File: config.mk
export PLATFORM = sky130hd
export DESIGN_NAME = json_token_lexer_core_flat
export DESIGN_NICKNAME = d
export VERILOG_FILES = /design/src/design/jtl_pkg.sv /design/src/design/jtl_byte_if.sv /design/src/design/jtl_token_if.sv /design/src/design/jtl_front.sv /design/src/design/jtl_queue.sv /design/src/design/jtl_back.sv /design/src/design/json_token_lexer_core.sv /design/src/flat_wrapper.sv
export SDC_FILE = /design/constraint.sdc
export NUM_CORES = 1
export LEC_CHECK = 0
export BUFFER_PORTS_ARGS = -buffer_cell sky130_fd_sc_hd__buf_2
export CAP_MARGIN = 40
export CORE_MARGIN = 2
export CORE_UTILIZATION = 55
export CTS_BUF_LIST = sky130_fd_sc_hd__clkbuf_2 sky130_fd_sc_hd__clkbuf_4 sky130_fd_sc_hd__clkbuf_8
export CTS_CLUSTER_DIAMETER = 80
export DETAILED_ROUTE_END_ITERATION = 8
export PLACE_DENSITY = 0.81
export SLEW_MARGIN = 20
export SYNTH_ARGS = -nofsm -noshare
export SYNTH_HDL_FRONTEND = slang
export SYNTH_HIERARCHICAL = 1
export SYNTH_SLANG_ARGS = --single-unit
File: constraint.sdc
create_clock -name clk -period 5.6 [get_ports clk]
set_input_delay 0.28 -clock clk [delete_from_list [all_inputs] [get_ports clk]]
set_output_delay 0.28 -clock clk [all_outputs]
set_load 0.05 [all_outputs]
File: src/design/jtl_pkg.sv
// Shared types, codes and constants for the JSON token lexer.
// No dependencies; the other modules refer to this package by scoped names.
package jtl_pkg;

  localparam int unsigned POSITION_BITS_DEFAULT = 16;
  localparam int unsigned QUEUE_DEPTH           = 4;

  // Token kinds as they appear on the result channel
  typedef enum logic [3:0] {
    TK_LBRACE   = 4'd0,
    TK_RBRACE   = 4'd1,
    TK_LBRACKET = 4'd2,
    TK_RBRACKET = 4'd3,
    TK_COLON    = 4'd4,
    TK_COMMA    = 4'd5,
    TK_STRING   = 4'd6,
    TK_NUMBER   = 4'd7,
    TK_TRUE     = 4'd8,
    TK_FALSE    = 4'd9,
    TK_NULL     = 4'd10,
    TK_END      = 4'd11,
    TK_ERROR    = 4'd12
  } kind_t;

  typedef enum logic [2:0] {
    M_IDLE,
    M_STR,
    M_ESC,
    M_INT,
    M_FRAC,
    M_KW,
    M_HOLD
  } mode_t;

  // Keyword selector
  localparam logic [1:0] KW_SEL_TRUE  = 2'd0;
  localparam logic [1:0] KW_SEL_FALSE = 2'd1;
  localparam logic [1:0] KW_SEL_NULL  = 2'd2;

  // Character codes
  localparam logic [7:0] CH_NUL      = 8'h00;
  localparam logic [7:0] CH_TAB      = 8'h09;
  localparam logic [7:0] CH_LF       = 8'h0A;
  localparam logic [7:0] CH_CR       = 8'h0D;
  localparam logic [7:0] CH_SPACE    = 8'h20;
  localparam logic [7:0] CH_QUOTE    = 8'h22;
  localparam logic [7:0] CH_COMMA    = 8'h2C;
  localparam logic [7:0] CH_MINUS    = 8'h2D;
  localparam logic [7:0] CH_DOT      = 8'h2E;
  localparam logic [7:0] CH_ZERO     = 8'h30;
  localparam logic [7:0] CH_NINE     = 8'h39;
  localparam logic [7:0] CH_COLON    = 8'h3A;
  localparam logic [7:0] CH_LBRACKET = 8'h5B;
  localparam logic [7:0] CH_BSLASH   = 8'h5C;
  localparam logic [7:0] CH_RBRACKET = 8'h5D;
  localparam logic [7:0] CH_LC_F     = 8'h66;
  localparam logic [7:0] CH_LC_N     = 8'h6E;
  localparam logic [7:0] CH_LC_T     = 8'h74;
  localparam logic [7:0] CH_LBRACE   = 8'h7B;
  localparam logic [7:0] CH_RBRACE   = 8'h7D;

  typedef struct packed {
    logic [3:0]  kind;
    logic [15:0] start;
    logic [15:0] length;
  } token_t;

  // Tokens caused by one byte: one, or two when two_tok is set
  typedef struct packed {
    logic   two_tok;
    token_t tok0;
    token_t tok1;
  } group_t;

  // Expected keyword character at a given progress
  function automatic logic [7:0] kw_char(input logic [1:0] sel, input logic [2:0] idx);
    logic [7:0] c;
    c = CH_NUL;
    unique case (sel)
      KW_SEL_TRUE: begin
        case (idx)
          3'd0: c = "t";
          3'd1: c = "r";
          3'd2: c = "u";
          3'd3: c = "e";
          default: c = CH_NUL;
        endcase
      end
      KW_SEL_FALSE: begin
        case (idx)
          3'd0: c = "f";
          3'd1: c = "a";
          3'd2: c = "l";
          3'd3: c = "s";
          3'd4: c = "e";
          default: c = CH_NUL;
        endcase
      end
      KW_SEL_NULL: begin
        case (idx)
          3'd0: c = "n";
          3'd1: c = "u";
          3'd2: c = "l";
          3'd3: c = "l";
          default: c = CH_NUL;
        endcase
      end
      default: c = CH_NUL;
    endcase
    return c;
  endfunction

  function automatic logic [2:0] kw_len(input logic [1:0] sel);
    logic [2:0] n;
    unique case (sel)
      KW_SEL_TRUE:  n = 3'd4;
      KW_SEL_FALSE: n = 3'd5;
      KW_SEL_NULL:  n = 3'd4;
      default:      n = 3'd0;
    endcase
    return n;
  endfunction

endpackage

File: src/design/jtl_byte_if.sv
// Valid/ready channel carrying one document byte.
// No dependencies.
interface jtl_byte_if;
  logic       valid;
  logic       ready;
  logic [7:0] byte_in;

  modport source (output valid, output byte_in, input ready);
  modport sink   (input valid, input byte_in, output ready);
endinterface

File: src/design/jtl_token_if.sv
// Valid/ready channel carrying one lexer token.
// No dependencies.
interface jtl_token_if;
  logic        valid;
  logic        ready;
  logic [3:0]  token_kind;
  logic [15:0] value_start;
  logic [15:0] value_length;
  logic        last_of_run;

  modport source (output valid, output token_kind, output value_start,
                  output value_length, output last_of_run, input ready);
  modport sink   (input valid, input token_kind, input value_start,
                  input value_length, input last_of_run, output ready);
endinterface

File: src/design/jtl_front.sv
// Front end: accepts bytes, runs the lexer state machine, emits token groups.
// Depends on jtl_pkg and jtl_byte_if.
module jtl_front #(
  parameter int unsigned POSITION_BITS = jtl_pkg::POSITION_BITS_DEFAULT
) (
  input  logic               clk,
  input  logic               rst,
  jtl_byte_if.sink           in_ch,
  input  logic               q_full,
  output logic               push,
  output jtl_pkg::group_t    grp
);

  localparam int unsigned PB = POSITION_BITS;

  jtl_pkg::mode_t mode, mode_next;
  logic [2:0]     kw_prog, kw_prog_next;
  logic [1:0]     kw_sel, kw_sel_next;
  logic [PB-1:0]  pos, pos_next;
  logic [PB-1:0]  tok_begin, tok_begin_next;

  logic           accept;
  logic [7:0]     b;
  logic           is_digit;
  logic [PB-1:0]  here_plus1;
  logic [PB-1:0]  run_len;

  // outcome of lexing the byte from the idle mode
  logic           idle_emit;
  logic [3:0]     idle_kind;
  logic           idle_done;
  jtl_pkg::mode_t idle_mode;
  logic           idle_str;
  logic           idle_num;
  logic           idle_kw;
  logic [1:0]     idle_sel;

  logic           use_idle;
  logic           done;
  logic [1:0]     n_tok;
  jtl_pkg::token_t tok0, tok1;
  logic           kw_match;
  logic [2:0]     kw_prog_inc;

  assign in_ch.ready = !q_full;
  assign accept      = in_ch.valid && in_ch.ready;
  assign b           = in_ch.byte_in;
  assign is_digit    = (b >= jtl_pkg::CH_ZERO) && (b <= jtl_pkg::CH_NINE);
  assign here_plus1  = pos + PB'(1);
  assign run_len     = pos - tok_begin;
  assign kw_prog_inc = kw_prog + 3'd1;
  assign kw_match    = (kw_sel != 2'd3) && (kw_prog < jtl_pkg::kw_len(kw_sel))
                       && (b == jtl_pkg::kw_char(kw_sel, kw_prog));

  always_comb begin
    idle_emit = 1'b0;
    idle_kind = jtl_pkg::TK_ERROR;
    idle_done = 1'b0;
    idle_mode = jtl_pkg::M_IDLE;
    idle_str  = 1'b0;
    idle_num  = 1'b0;
    idle_kw   = 1'b0;
    idle_sel  = jtl_pkg::KW_SEL_TRUE;
    unique case (b) inside
      jtl_pkg::CH_NUL: begin
        idle_emit = 1'b1;
        idle_kind = jtl_pkg::TK_END;
        idle_done = 1'b1;
      end
      jtl_pkg::CH_SPACE, jtl_pkg::CH_TAB, jtl_pkg::CH_LF, jtl_pkg::CH_CR: ;
      jtl_pkg::CH_LBRACE: begin
        idle_emit = 1'b1;
        idle_kind = jtl_pkg::TK_LBRACE;
      end
      jtl_pkg::CH_RBRACE: begin
        idle_emit = 1'b1;
        idle_kind = jtl_pkg::TK_RBRACE;
      end
      jtl_pkg::CH_LBRACKET: begin
        idle_emit = 1'b1;
        idle_kind = jtl_pkg::TK_LBRACKET;
      end
      jtl_pkg::CH_RBRACKET: begin
        idle_emit = 1'b1;
        idle_kind = jtl_pkg::TK_RBRACKET;
      end
      jtl_pkg::CH_COLON: begin
        idle_emit = 1'b1;
        idle_kind = jtl_pkg::TK_COLON;
      end
      jtl_pkg::CH_COMMA: begin
        idle_emit = 1'b1;
        idle_kind = jtl_pkg::TK_COMMA;
      end
      jtl_pkg::CH_QUOTE: begin
        idle_mode = jtl_pkg::M_STR;
        idle_str  = 1'b1;
      end
      jtl_pkg::CH_LC_T: begin
        idle_mode = jtl_pkg::M_KW;
        idle_kw   = 1'b1;
        idle_sel  = jtl_pkg::KW_SEL_TRUE;
      end
      jtl_pkg::CH_LC_F: begin
        idle_mode = jtl_pkg::M_KW;
        idle_kw   = 1'b1;
        idle_sel  = jtl_pkg::KW_SEL_FALSE;
      end
      jtl_pkg::CH_LC_N: begin
        idle_mode = jtl_pkg::M_KW;
        idle_kw   = 1'b1;
        idle_sel  = jtl_pkg::KW_SEL_NULL;
      end
      [jtl_pkg::CH_ZERO:jtl_pkg::CH_NINE], jtl_pkg::CH_MINUS: begin
        idle_mode = jtl_pkg::M_INT;
        idle_num  = 1'b1;
      end
      default: begin
        idle_emit = 1'b1;
        idle_kind = jtl_pkg::TK_ERROR;
        idle_mode = jtl_pkg::M_HOLD;
      end
    endcase
  end

  always_comb begin
    mode_next      = mode;
    kw_prog_next   = kw_prog;
    kw_sel_next    = kw_sel;
    tok_begin_next = tok_begin;
    pos_next       = here_plus1;
    use_idle       = 1'b0;
    done           = 1'b0;
    n_tok          = 2'd0;
    tok0           = '0;
    tok1           = '0;
    unique case (mode)
      jtl_pkg::M_IDLE: begin
        use_idle = 1'b1;
        n_tok    = {1'b0, idle_emit};
        tok0.kind = idle_kind;
      end
      jtl_pkg::M_STR: begin
        if (b == jtl_pkg::CH_QUOTE) begin
          n_tok       = 2'd1;
          tok0.kind   = jtl_pkg::TK_STRING;
          tok0.start  = 16'(tok_begin);
          tok0.length = 16'(run_len);
          mode_next   = jtl_pkg::M_IDLE;
        end else if (b == jtl_pkg::CH_BSLASH) begin
          mode_next = jtl_pkg::M_ESC;
        end else if (b == jtl_pkg::CH_NUL) begin
          n_tok     = 2'd2;
          tok0.kind = jtl_pkg::TK_ERROR;
          tok1.kind = jtl_pkg::TK_END;
          done      = 1'b1;
        end
      end
      jtl_pkg::M_ESC: begin
        if (b == jtl_pkg::CH_NUL) begin
          n_tok     = 2'd2;
          tok0.kind = jtl_pkg::TK_ERROR;
          tok1.kind = jtl_pkg::TK_END;
          done      = 1'b1;
        end else begin
          mode_next = jtl_pkg::M_STR;
        end
      end
      jtl_pkg::M_INT, jtl_pkg::M_FRAC: begin
        if (is_digit) begin
          mode_next = mode;
        end else if (mode == jtl_pkg::M_INT && b == jtl_pkg::CH_DOT) begin
          mode_next = jtl_pkg::M_FRAC;
        end else begin
          // close the number, then lex the same byte from idle
          use_idle    = 1'b1;
          n_tok       = idle_emit ? 2'd2 : 2'd1;
          tok0.kind   = jtl_pkg::TK_NUMBER;
          tok0.start  = 16'(tok_begin);
          tok0.length = 16'(run_len);
          tok1.kind   = idle_kind;
        end
      end
      jtl_pkg::M_KW: begin
        if (kw_match) begin
          kw_prog_next = kw_prog_inc;
          if (kw_prog_inc == jtl_pkg::kw_len(kw_sel)) begin
            n_tok        = 2'd1;
            tok0.kind    = 4'(jtl_pkg::TK_TRUE + kw_sel);
            mode_next    = jtl_pkg::M_IDLE;
            kw_prog_next = 3'd0;
          end
        end else begin
          n_tok        = 2'd1;
          tok0.kind    = jtl_pkg::TK_ERROR;
          kw_prog_next = 3'd0;
          if (b == jtl_pkg::CH_NUL) begin
            n_tok     = 2'd2;
            tok1.kind = jtl_pkg::TK_END;
            done      = 1'b1;
          end else begin
            mode_next = jtl_pkg::M_HOLD;
          end
        end
      end
      default: begin
        // hold after an error until the end byte
        if (b == jtl_pkg::CH_NUL) begin
          n_tok     = 2'd1;
          tok0.kind = jtl_pkg::TK_END;
          done      = 1'b1;
        end else begin
          mode_next = jtl_pkg::M_HOLD;
        end
      end
    endcase

    if (use_idle) begin
      mode_next = idle_mode;
      done      = idle_done;
      if (idle_str) tok_begin_next = here_plus1;
      if (idle_num) tok_begin_next = pos;
      if (idle_kw) begin
        kw_sel_next  = idle_sel;
        kw_prog_next = 3'd1;
      end
    end

    if (done) begin
      mode_next      = jtl_pkg::M_IDLE;
      kw_prog_next   = 3'd0;
      kw_sel_next    = 2'd0;
      tok_begin_next = '0;
      pos_next       = '0;
    end
  end

  always_ff @(posedge clk) begin
    if (rst) begin
      mode      <= jtl_pkg::M_IDLE;
      kw_prog   <= 3'd0;
      kw_sel    <= 2'd0;
      pos       <= '0;
      tok_begin <= '0;
    end else if (accept) begin
      mode      <= mode_next;
      kw_prog   <= kw_prog_next;
      kw_sel    <= kw_sel_next;
      pos       <= pos_next;
      tok_begin <= tok_begin_next;
    end
  end

  assign push         = accept && (n_tok != 2'd0);
  assign grp.two_tok  = (n_tok == 2'd2);
  assign grp.tok0     = tok0;
  assign grp.tok1     = tok1;

  a_end_restarts: assert property (@(posedge clk) disable iff (rst)
    (accept && b == jtl_pkg::CH_NUL) |=> (pos == '0 && mode == jtl_pkg::M_IDLE))
    else $error("end byte did not restart the lexer");

  a_hold_silent: assert property (@(posedge clk) disable iff (rst)
    (accept && mode == jtl_pkg::M_HOLD && b != jtl_pkg::CH_NUL) |-> !push)
    else $error("token emitted while holding after an error");

endmodule

File: src/design/jtl_queue.sv
// Short FIFO of token groups between lexer front end and output back end.
// Depends on jtl_pkg.
module jtl_queue (
  input  logic            clk,
  input  logic            rst,
  input  logic            push,
  input  jtl_pkg::group_t wr_data,
  input  logic            pop,
  output jtl_pkg::group_t rd_data,
  output logic            full,
  output logic            empty
);

  localparam int unsigned DEPTH  = jtl_pkg::QUEUE_DEPTH;
  localparam int unsigned PTR_W  = (DEPTH > 1) ? $clog2(DEPTH) : 1;
  localparam int unsigned CNT_W  = $clog2(DEPTH + 1);

  jtl_pkg::group_t slots [DEPTH];
  logic [PTR_W-1:0] wr_ptr, rd_ptr;
  logic [CNT_W-1:0] count;
  logic             do_push, do_pop;

  assign full    = (count == CNT_W'(DEPTH));
  assign empty   = (count == '0);
  assign do_push = push && !full;
  assign do_pop  = pop && !empty;
  assign rd_data = slots[rd_ptr];

  always_ff @(posedge clk) begin
    if (do_push) slots[wr_ptr] <= wr_data;
  end

  always_ff @(posedge clk) begin
    if (rst) begin
      wr_ptr <= '0;
      rd_ptr <= '0;
      count  <= '0;
    end else begin
      if (do_push) wr_ptr <= (wr_ptr == PTR_W'(DEPTH - 1)) ? '0 : wr_ptr + PTR_W'(1);
      if (do_pop)  rd_ptr <= (rd_ptr == PTR_W'(DEPTH - 1)) ? '0 : rd_ptr + PTR_W'(1);
      if (do_push && !do_pop)      count <= count + CNT_W'(1);
      else if (!do_push && do_pop) count <= count - CNT_W'(1);
    end
  end

  a_no_overflow: assert property (@(posedge clk) disable iff (rst)
    push |-> !full)
    else $error("push into a full token queue");

endmodule

File: src/design/jtl_back.sv
// Back end: splits token groups into single tokens behind an output register.
// Depends on jtl_pkg and jtl_token_if.
module jtl_back (
  input  logic            clk,
  input  logic            rst,
  input  logic            q_empty,
  input  jtl_pkg::group_t q_data,
  output logic            q_pop,
  jtl_token_if.source     out_ch
);

  logic            load;
  logic            pend_valid;
  jtl_pkg::token_t pend;

  assign load  = !out_ch.valid || out_ch.ready;
  assign q_pop = load && !pend_valid && !q_empty;

  always_ff @(posedge clk) begin
    if (rst) begin
      out_ch.valid <= 1'b0;
      pend_valid   <= 1'b0;
    end else if (load) begin
      if (pend_valid) begin
        out_ch.valid <= 1'b1;
        pend_valid   <= 1'b0;
      end else if (!q_empty) begin
        out_ch.valid <= 1'b1;
        pend_valid   <= q_data.two_tok;
      end else begin
        out_ch.valid <= 1'b0;
      end
    end
  end

  always_ff @(posedge clk) begin
    if (load) begin
      if (pend_valid) begin
        out_ch.token_kind   <= pend.kind;
        out_ch.value_start  <= pend.start;
        out_ch.value_length <= pend.length;
        out_ch.last_of_run  <= 1'b1;
      end else begin
        out_ch.token_kind   <= q_data.tok0.kind;
        out_ch.value_start  <= q_data.tok0.start;
        out_ch.value_length <= q_data.tok0.length;
        out_ch.last_of_run  <= !q_data.two_tok;
        pend                <= q_data.tok1;
      end
    end
  end

  a_pend_behind_first: assert property (@(posedge clk) disable iff (rst)
    pend_valid |-> (out_ch.valid && !out_ch.last_of_run))
    else $error("second token pending without its first on the output");

endmodule

File: src/design/json_token_lexer_core.sv
// Top level of the JSON token lexer: front end, group queue and back end.
// Depends on jtl_pkg, jtl_byte_if, jtl_token_if, jtl_front, jtl_queue, jtl_back.
//
// Usage:
//   byte_ch  (sink)   : one document byte per request; a zero byte ends the
//                       document and returns position counting to zero.
//   token_ch (source) : one token per request with kind, value offset,
//                       value length and last_of_run, which marks the final
//                       token caused by a given byte.
// Throughput: one byte per cycle while the queue is not full. A byte that
//   closes a number and is itself a token yields two tokens; the back end
//   hands them out one after the other, so output is one token per cycle
//   while token_ch is ready, limited by the single output register.
// Path: a token's group is written into a queue slot and then loaded into
//   the output register; the second of two tokens waits in a pending
//   register and follows once the first is taken.
// Stalls: when token_ch is held off, groups collect in a four-entry queue;
//   byte_ch.ready drops only once that queue is full.
// Reset: synchronous, active high; lexer returns to idle between tokens,
//   position and token start clear, queue and output empty.
module json_token_lexer_core #(
  parameter int unsigned POSITION_BITS = jtl_pkg::POSITION_BITS_DEFAULT
) (
  input  logic        clk,
  input  logic        rst,
  jtl_byte_if.sink    byte_ch,
  jtl_token_if.source token_ch
);

  // tokens from one byte, handed from the front end to the queue
  jtl_pkg::group_t push_grp;
  jtl_pkg::group_t head_grp;
  logic            push;
  logic            pop;
  logic            q_full;
  logic            q_empty;

  // lexer state machine, one byte per accepted request
  jtl_front #(
    .POSITION_BITS (POSITION_BITS)
  ) u_front (
    .clk    (clk),
    .rst    (rst),
    .in_ch  (byte_ch),
    .q_full (q_full),
    .push   (push),
    .grp    (push_grp)
  );

  // decouple lexing from output back-pressure
  jtl_queue u_queue (
    .clk     (clk),
    .rst     (rst),
    .push    (push),
    .wr_data (push_grp),
    .pop     (pop),
    .rd_data (head_grp),
    .full    (q_full),
    .empty   (q_empty)
  );

  // serialise groups into single tokens behind the output register
  jtl_back u_back (
    .clk     (clk),
    .rst     (rst),
    .q_empty (q_empty),
    .q_data  (head_grp),
    .q_pop   (pop),
    .out_ch  (token_ch)
  );

endmodule
File: src/flat_wrapper.sv
// flat-port wrapper written by rule: the top's interface ports become plain ports
module json_token_lexer_core_flat 
#(
  parameter int unsigned POSITION_BITS = jtl_pkg::POSITION_BITS_DEFAULT
)
  (clk, rst, byte_ch_valid, byte_ch_byte_in, byte_ch_ready, token_ch_valid, token_ch_token_kind, token_ch_value_start, token_ch_value_length, token_ch_last_of_run, token_ch_ready);
  jtl_byte_if byte_ch_i ();
  jtl_token_if token_ch_i ();
  input  logic clk;
  input  logic rst;
  input wire logic [$bits(byte_ch_i.valid)-1:0] byte_ch_valid;
  input wire logic [$bits(byte_ch_i.byte_in)-1:0] byte_ch_byte_in;
  output wire logic [$bits(byte_ch_i.ready)-1:0] byte_ch_ready;
  output wire logic [$bits(token_ch_i.valid)-1:0] token_ch_valid;
  output wire logic [$bits(token_ch_i.token_kind)-1:0] token_ch_token_kind;
  output wire logic [$bits(token_ch_i.value_start)-1:0] token_ch_value_start;
  output wire logic [$bits(token_ch_i.value_length)-1:0] token_ch_value_length;
  output wire logic [$bits(token_ch_i.last_of_run)-1:0] token_ch_last_of_run;
  input wire logic [$bits(token_ch_i.ready)-1:0] token_ch_ready;
  assign byte_ch_i.valid = byte_ch_valid;
  assign byte_ch_i.byte_in = byte_ch_byte_in;
  assign byte_ch_ready = byte_ch_i.ready;
  assign token_ch_valid = token_ch_i.valid;
  assign token_ch_token_kind = token_ch_i.token_kind;
  assign token_ch_value_start = token_ch_i.value_start;
  assign token_ch_value_length = token_ch_i.value_length;
  assign token_ch_last_of_run = token_ch_i.last_of_run;
  assign token_ch_i.ready = token_ch_ready;
  json_token_lexer_core #(.POSITION_BITS(POSITION_BITS)) u_core (.clk(clk), .rst(rst), .byte_ch(byte_ch_i), .token_ch(token_ch_i));
endmodule
==> results.json <==
{
  "cts.htree.levels": 2,
  "endpoint": "u_core/u_queue/count[2]$_SDFFE_PP0P_",
  "p_per_area_nw_per_um2": 461,
  "area_growth_syn_to_layout_pct": 10.3,
  "crit_start": "u_core/u_front/kw_prog[0]$_SDFFE_PP0P_",
  "synth.avg_cell_area_um2": 15.8,
  "cp.required_ns": 6.12,
  "regToRegEndpoint": "u_core/u_queue/count[2]$_SDFFE_PP0P_",
  "final_cell_mix": "edfxtp_1, mux4_2, nor2_1, clkbuf_8, buf_2",
  "hpwl_um": 20600,
  "finalSetupTns_ns": 0,
  "r2r_start": "u_core/u_front/kw_prog[0]$_SDFFE_PP0P_",
  "core_um2": 32400,
  "p_leak_nw": 6.60,
  "cp-end-kind": "register",
  "wire_per_inst_um": 19.3,
  "synth_cells": 1139,
  "crit_arrival_ns": 5.08,
  "p_comb_share_pct": 25.5,
  "grt-ovfl-total": 0,
  "layout.nets": 1258,
  "whs_ns": 0.0390,
  "synth_adder_area_share_pct": 2.24,
  "cts.sinks": 416,
  "synth.distinct_cells": 78,
  "yosys.area_share.simple_pct": 7.12,
  "sw_frac_of_total_pct": 30.4,
  "cts_setup_buffers": 0,
  "drv_cap": 0,
  "synth-compound-area-share_pct": 6.62,
  "clk_path_buf_depth": 3,
  "timing.final.ws_setup_ns": 1.04,
  "clkLatencyLatePin_ns": 0.60,
  "period_needed_ns": 4.56,
  "synth_edf_count": 365,
  "worstPathMaxFanout": 7,
  "intPower_mw": 6.36,
  "cts_made_buffers": 61,
  "initial_core_util_pct": 55.6,
  "synthArstFlopShare_pct": 0,
  "worst_slew_pin_slew_ns": 0.831,
  "hold_viol": 0,
  "p_switching_mw": 2.78,
  "antenna_found_initial": 0,
  "min_from": "token_ch_ready",
  "via_per_inst": 5.78,
  "ctsHoldBuffers": 0,
  "peakVddDrop_mv": 0.241,
  "drtIter0Drc": 873,
  "rsz0062_at_grt": "no",
  "slew_headroom_pct": 44.5,
  "cts_resized": 0,
  "synth_top_family_by_area": "multiplexers",
  "routed_wl_um": 33000,
  "r2r_setup_slack_ns": 1.04,
  "fp-row-count": 66,
  "io_buffers": 50,
  "clock_skew_ns": 0.0152,
  "cts_tree": "built",
  "root_buffer": "clkbuf_8",
  "ys_seq_area_share_pct": 66.6,
  "max_freq_mhz": 219,
  "slew_viol_final": 0,
  "critPathLaunchType": "register",
  "worstHoldPathType": "primary input to register",
  "period_share_pct": 81.4,
  "synthMuxAreaShare_pct": 11.8,
  "pwr-share-clk_pct": 26.5,
  "final-setup-viol-count": 0,
  "power_frac_seq_pct": 48.1,
  "r2r_cells": 17,
  "grt_max_degree": 43,
  "grt_util_all_layers_pct": 19.9,
  "status": "finished clean",
  "final_common_cell": "edfxtp_1",
  "pin_count": 51,
  "fp.dieArea_um2": 34200,
  "die-width_um": 185,
  "ys.warnings.count": 6,
  "die_h_um": 185,
  "synth_area_um2": 18000,
  "antennaDiodeCount": 0,
  "place_worst_setup_slack_ns": 1.13,
  "clk_pin_slew_ns": 0.06,
  "worstSetupPathType": "register to register",
  "synth-seq-cells": 416,
  "grt_pass1_vias": 9945,
  "ys.flop_type": "edfxtp_1",
  "place.gp.congestion": 0.913,
  "antenna_left": 0,
  "synth-xor-area-share_pct": 1.61,
  "vias": 9875,
  "drive_gt1_share_pct": 23.8,
  "drc": 0,
  "first_pass_iters": 5,
  "grt_pass1_wl_um": 52700
}
per-layer routing:
layer	up-vias	share of wire, %	global-route usage [%]
met1	4926	42	26.7
met4	0	3.3	7.71
li1	4544	-	-
met5	-	0	0
met2	324	49	32.9
met3	81	5.5	3.38
cells in the mapped netlist, types with 13 or more instances:
cell type / number / area, µm²
nand3_1: 28 / 140
xnor2_1: 22 / 193
buf_4: 33 / 248
nor2_1: 72 / 270
nor2b_1: 13 / 81.3
nand2_1: 31 / 116
buf_6: 13 / 146
clkbuf_1: 26 / 97.6
o2bb2ai_1: 19 / 166
o21ai_0: 31 / 155
a21oi_1: 41 / 205
nor3_1: 21 / 105
inv_1: 44 / 165
ha_1: 29 / 363
mux4_2: 73 / 1640
edfxtp_1: 365 / 11000
dfxtp_1: 51 / 1020
mux2_2: 29 / 327
critical path: stages, from the launching register on:
cell and delay, ns:
dfxtp_1 0.36, inv_1 0.14, ha_1 0.30, nor4_1 0.10
or4b_1 0.53, and3_1 0.18, o22ai_1 0.24, or3_1 0.22
nand3_1 0.21, a31oi_1 0.52, inv_1 0.14, nor2_2 0.17
ha_1 0.20, inv_1 0.06, fa_1 0.39, xor2_1 0.18
or3_2 0.40, a21oi_1 0.15
how the worst min path moves through the flow:
stage / endpoint / cells past startpoint
2_1_floorplan: u_core/u_back/out_ch.valid$_SDFFE_PP0N_ / 1
3_3_place_gp: u_core/u_front/tok_begin[9]$_SDFFE_PP0P_ / 1
3_5_place_dp: u_core/u_front/tok_begin[9]$_SDFFE_PP0P_ / 1
4_1_cts: u_core/u_back/pend_valid$_SDFFE_PP0N_ / 3
5_1_grt: u_core/u_back/pend_valid$_SDFFE_PP0N_ / 3
6_report: u_core/u_back/pend_valid$_SDFFE_PP0N_ / 3
sequential cells by signal, summed over array words and instances (netlist names), named ones only:
register / cells
u_core/u_back/out_ch.value_length: 16
u_core/u_queue/wr_ptr: 2
u_core/u_front/tok_begin: 16
u_core/u_back/out_ch.valid: 1
u_core/u_front/pos: 16
u_core/u_queue/count: 3
u_core/u_queue/slots: 292
u_core/u_queue/rd_ptr: 2
u_core/u_back/pend_valid: 1
u_core/u_back/out_ch.value_start: 16
u_core/u_front/mode: 3
u_core/u_back/pend: 36
u_core/u_front/kw_prog: 3
u_core/u_back/out_ch.token_kind: 4
u_core/u_front/kw_sel: 2
u_core/u_back/out_ch.last_of_run: 1
power groups by stage:
stage          Clock, mW  Combinational, mW  Sequential, mW
5_1_grt             2.60               2.50            4.46
4_1_cts             2.47               2.35            4.40
6_report            2.42               2.33            4.40
3_5_place_dp           0               2.35            4.46
2_1_floorplan          0               1.37            4.89
3_3_place_gp           0               2.31            4.43
logic make-up (layout without fill, tap and decap cells):
| family | Yosys count | after routing |
|---|---|---|
| adder cells (fa/ha/maj) | 31 | 31 |
| AND/OR/NAND/NOR | 243 | 243 |
| buffers and inverters | 130 | 226 |
| XOR/XNOR | 33 | 33 |
| AO/OA/AOI/OAI | 169 | 169 |
| multiplexers | 116 | 116 |
| flip-flops | 416 | 416 |
| other | 1 | 32 |
cell type report:
cell class / instances / area (µm²)
timing repair buffer: 67 / 442
inverter: 45 / 174
tap: 442 / 553
clock buffer: 86 / 1060
sequential: 416 / 12000
fill: 2360 / 12500
multi-input combinational: 624 / 5440
clock inverter: 28 / 190
through the flow:
step	total power, mW	cells	utilization (%)	cell area (µm²)
global route	9.56	1708	61.3	19800
detailed placement	6.81	1593	57.4	18600
finish	9.15	1708	61.3	19800
CTS	9.23	1707	61.3	19800
global placement	6.74	1590	57.3	18600
floorplan	6.26	1170	-	18100
No activity file was read; power rests on OpenSTA's default activity.
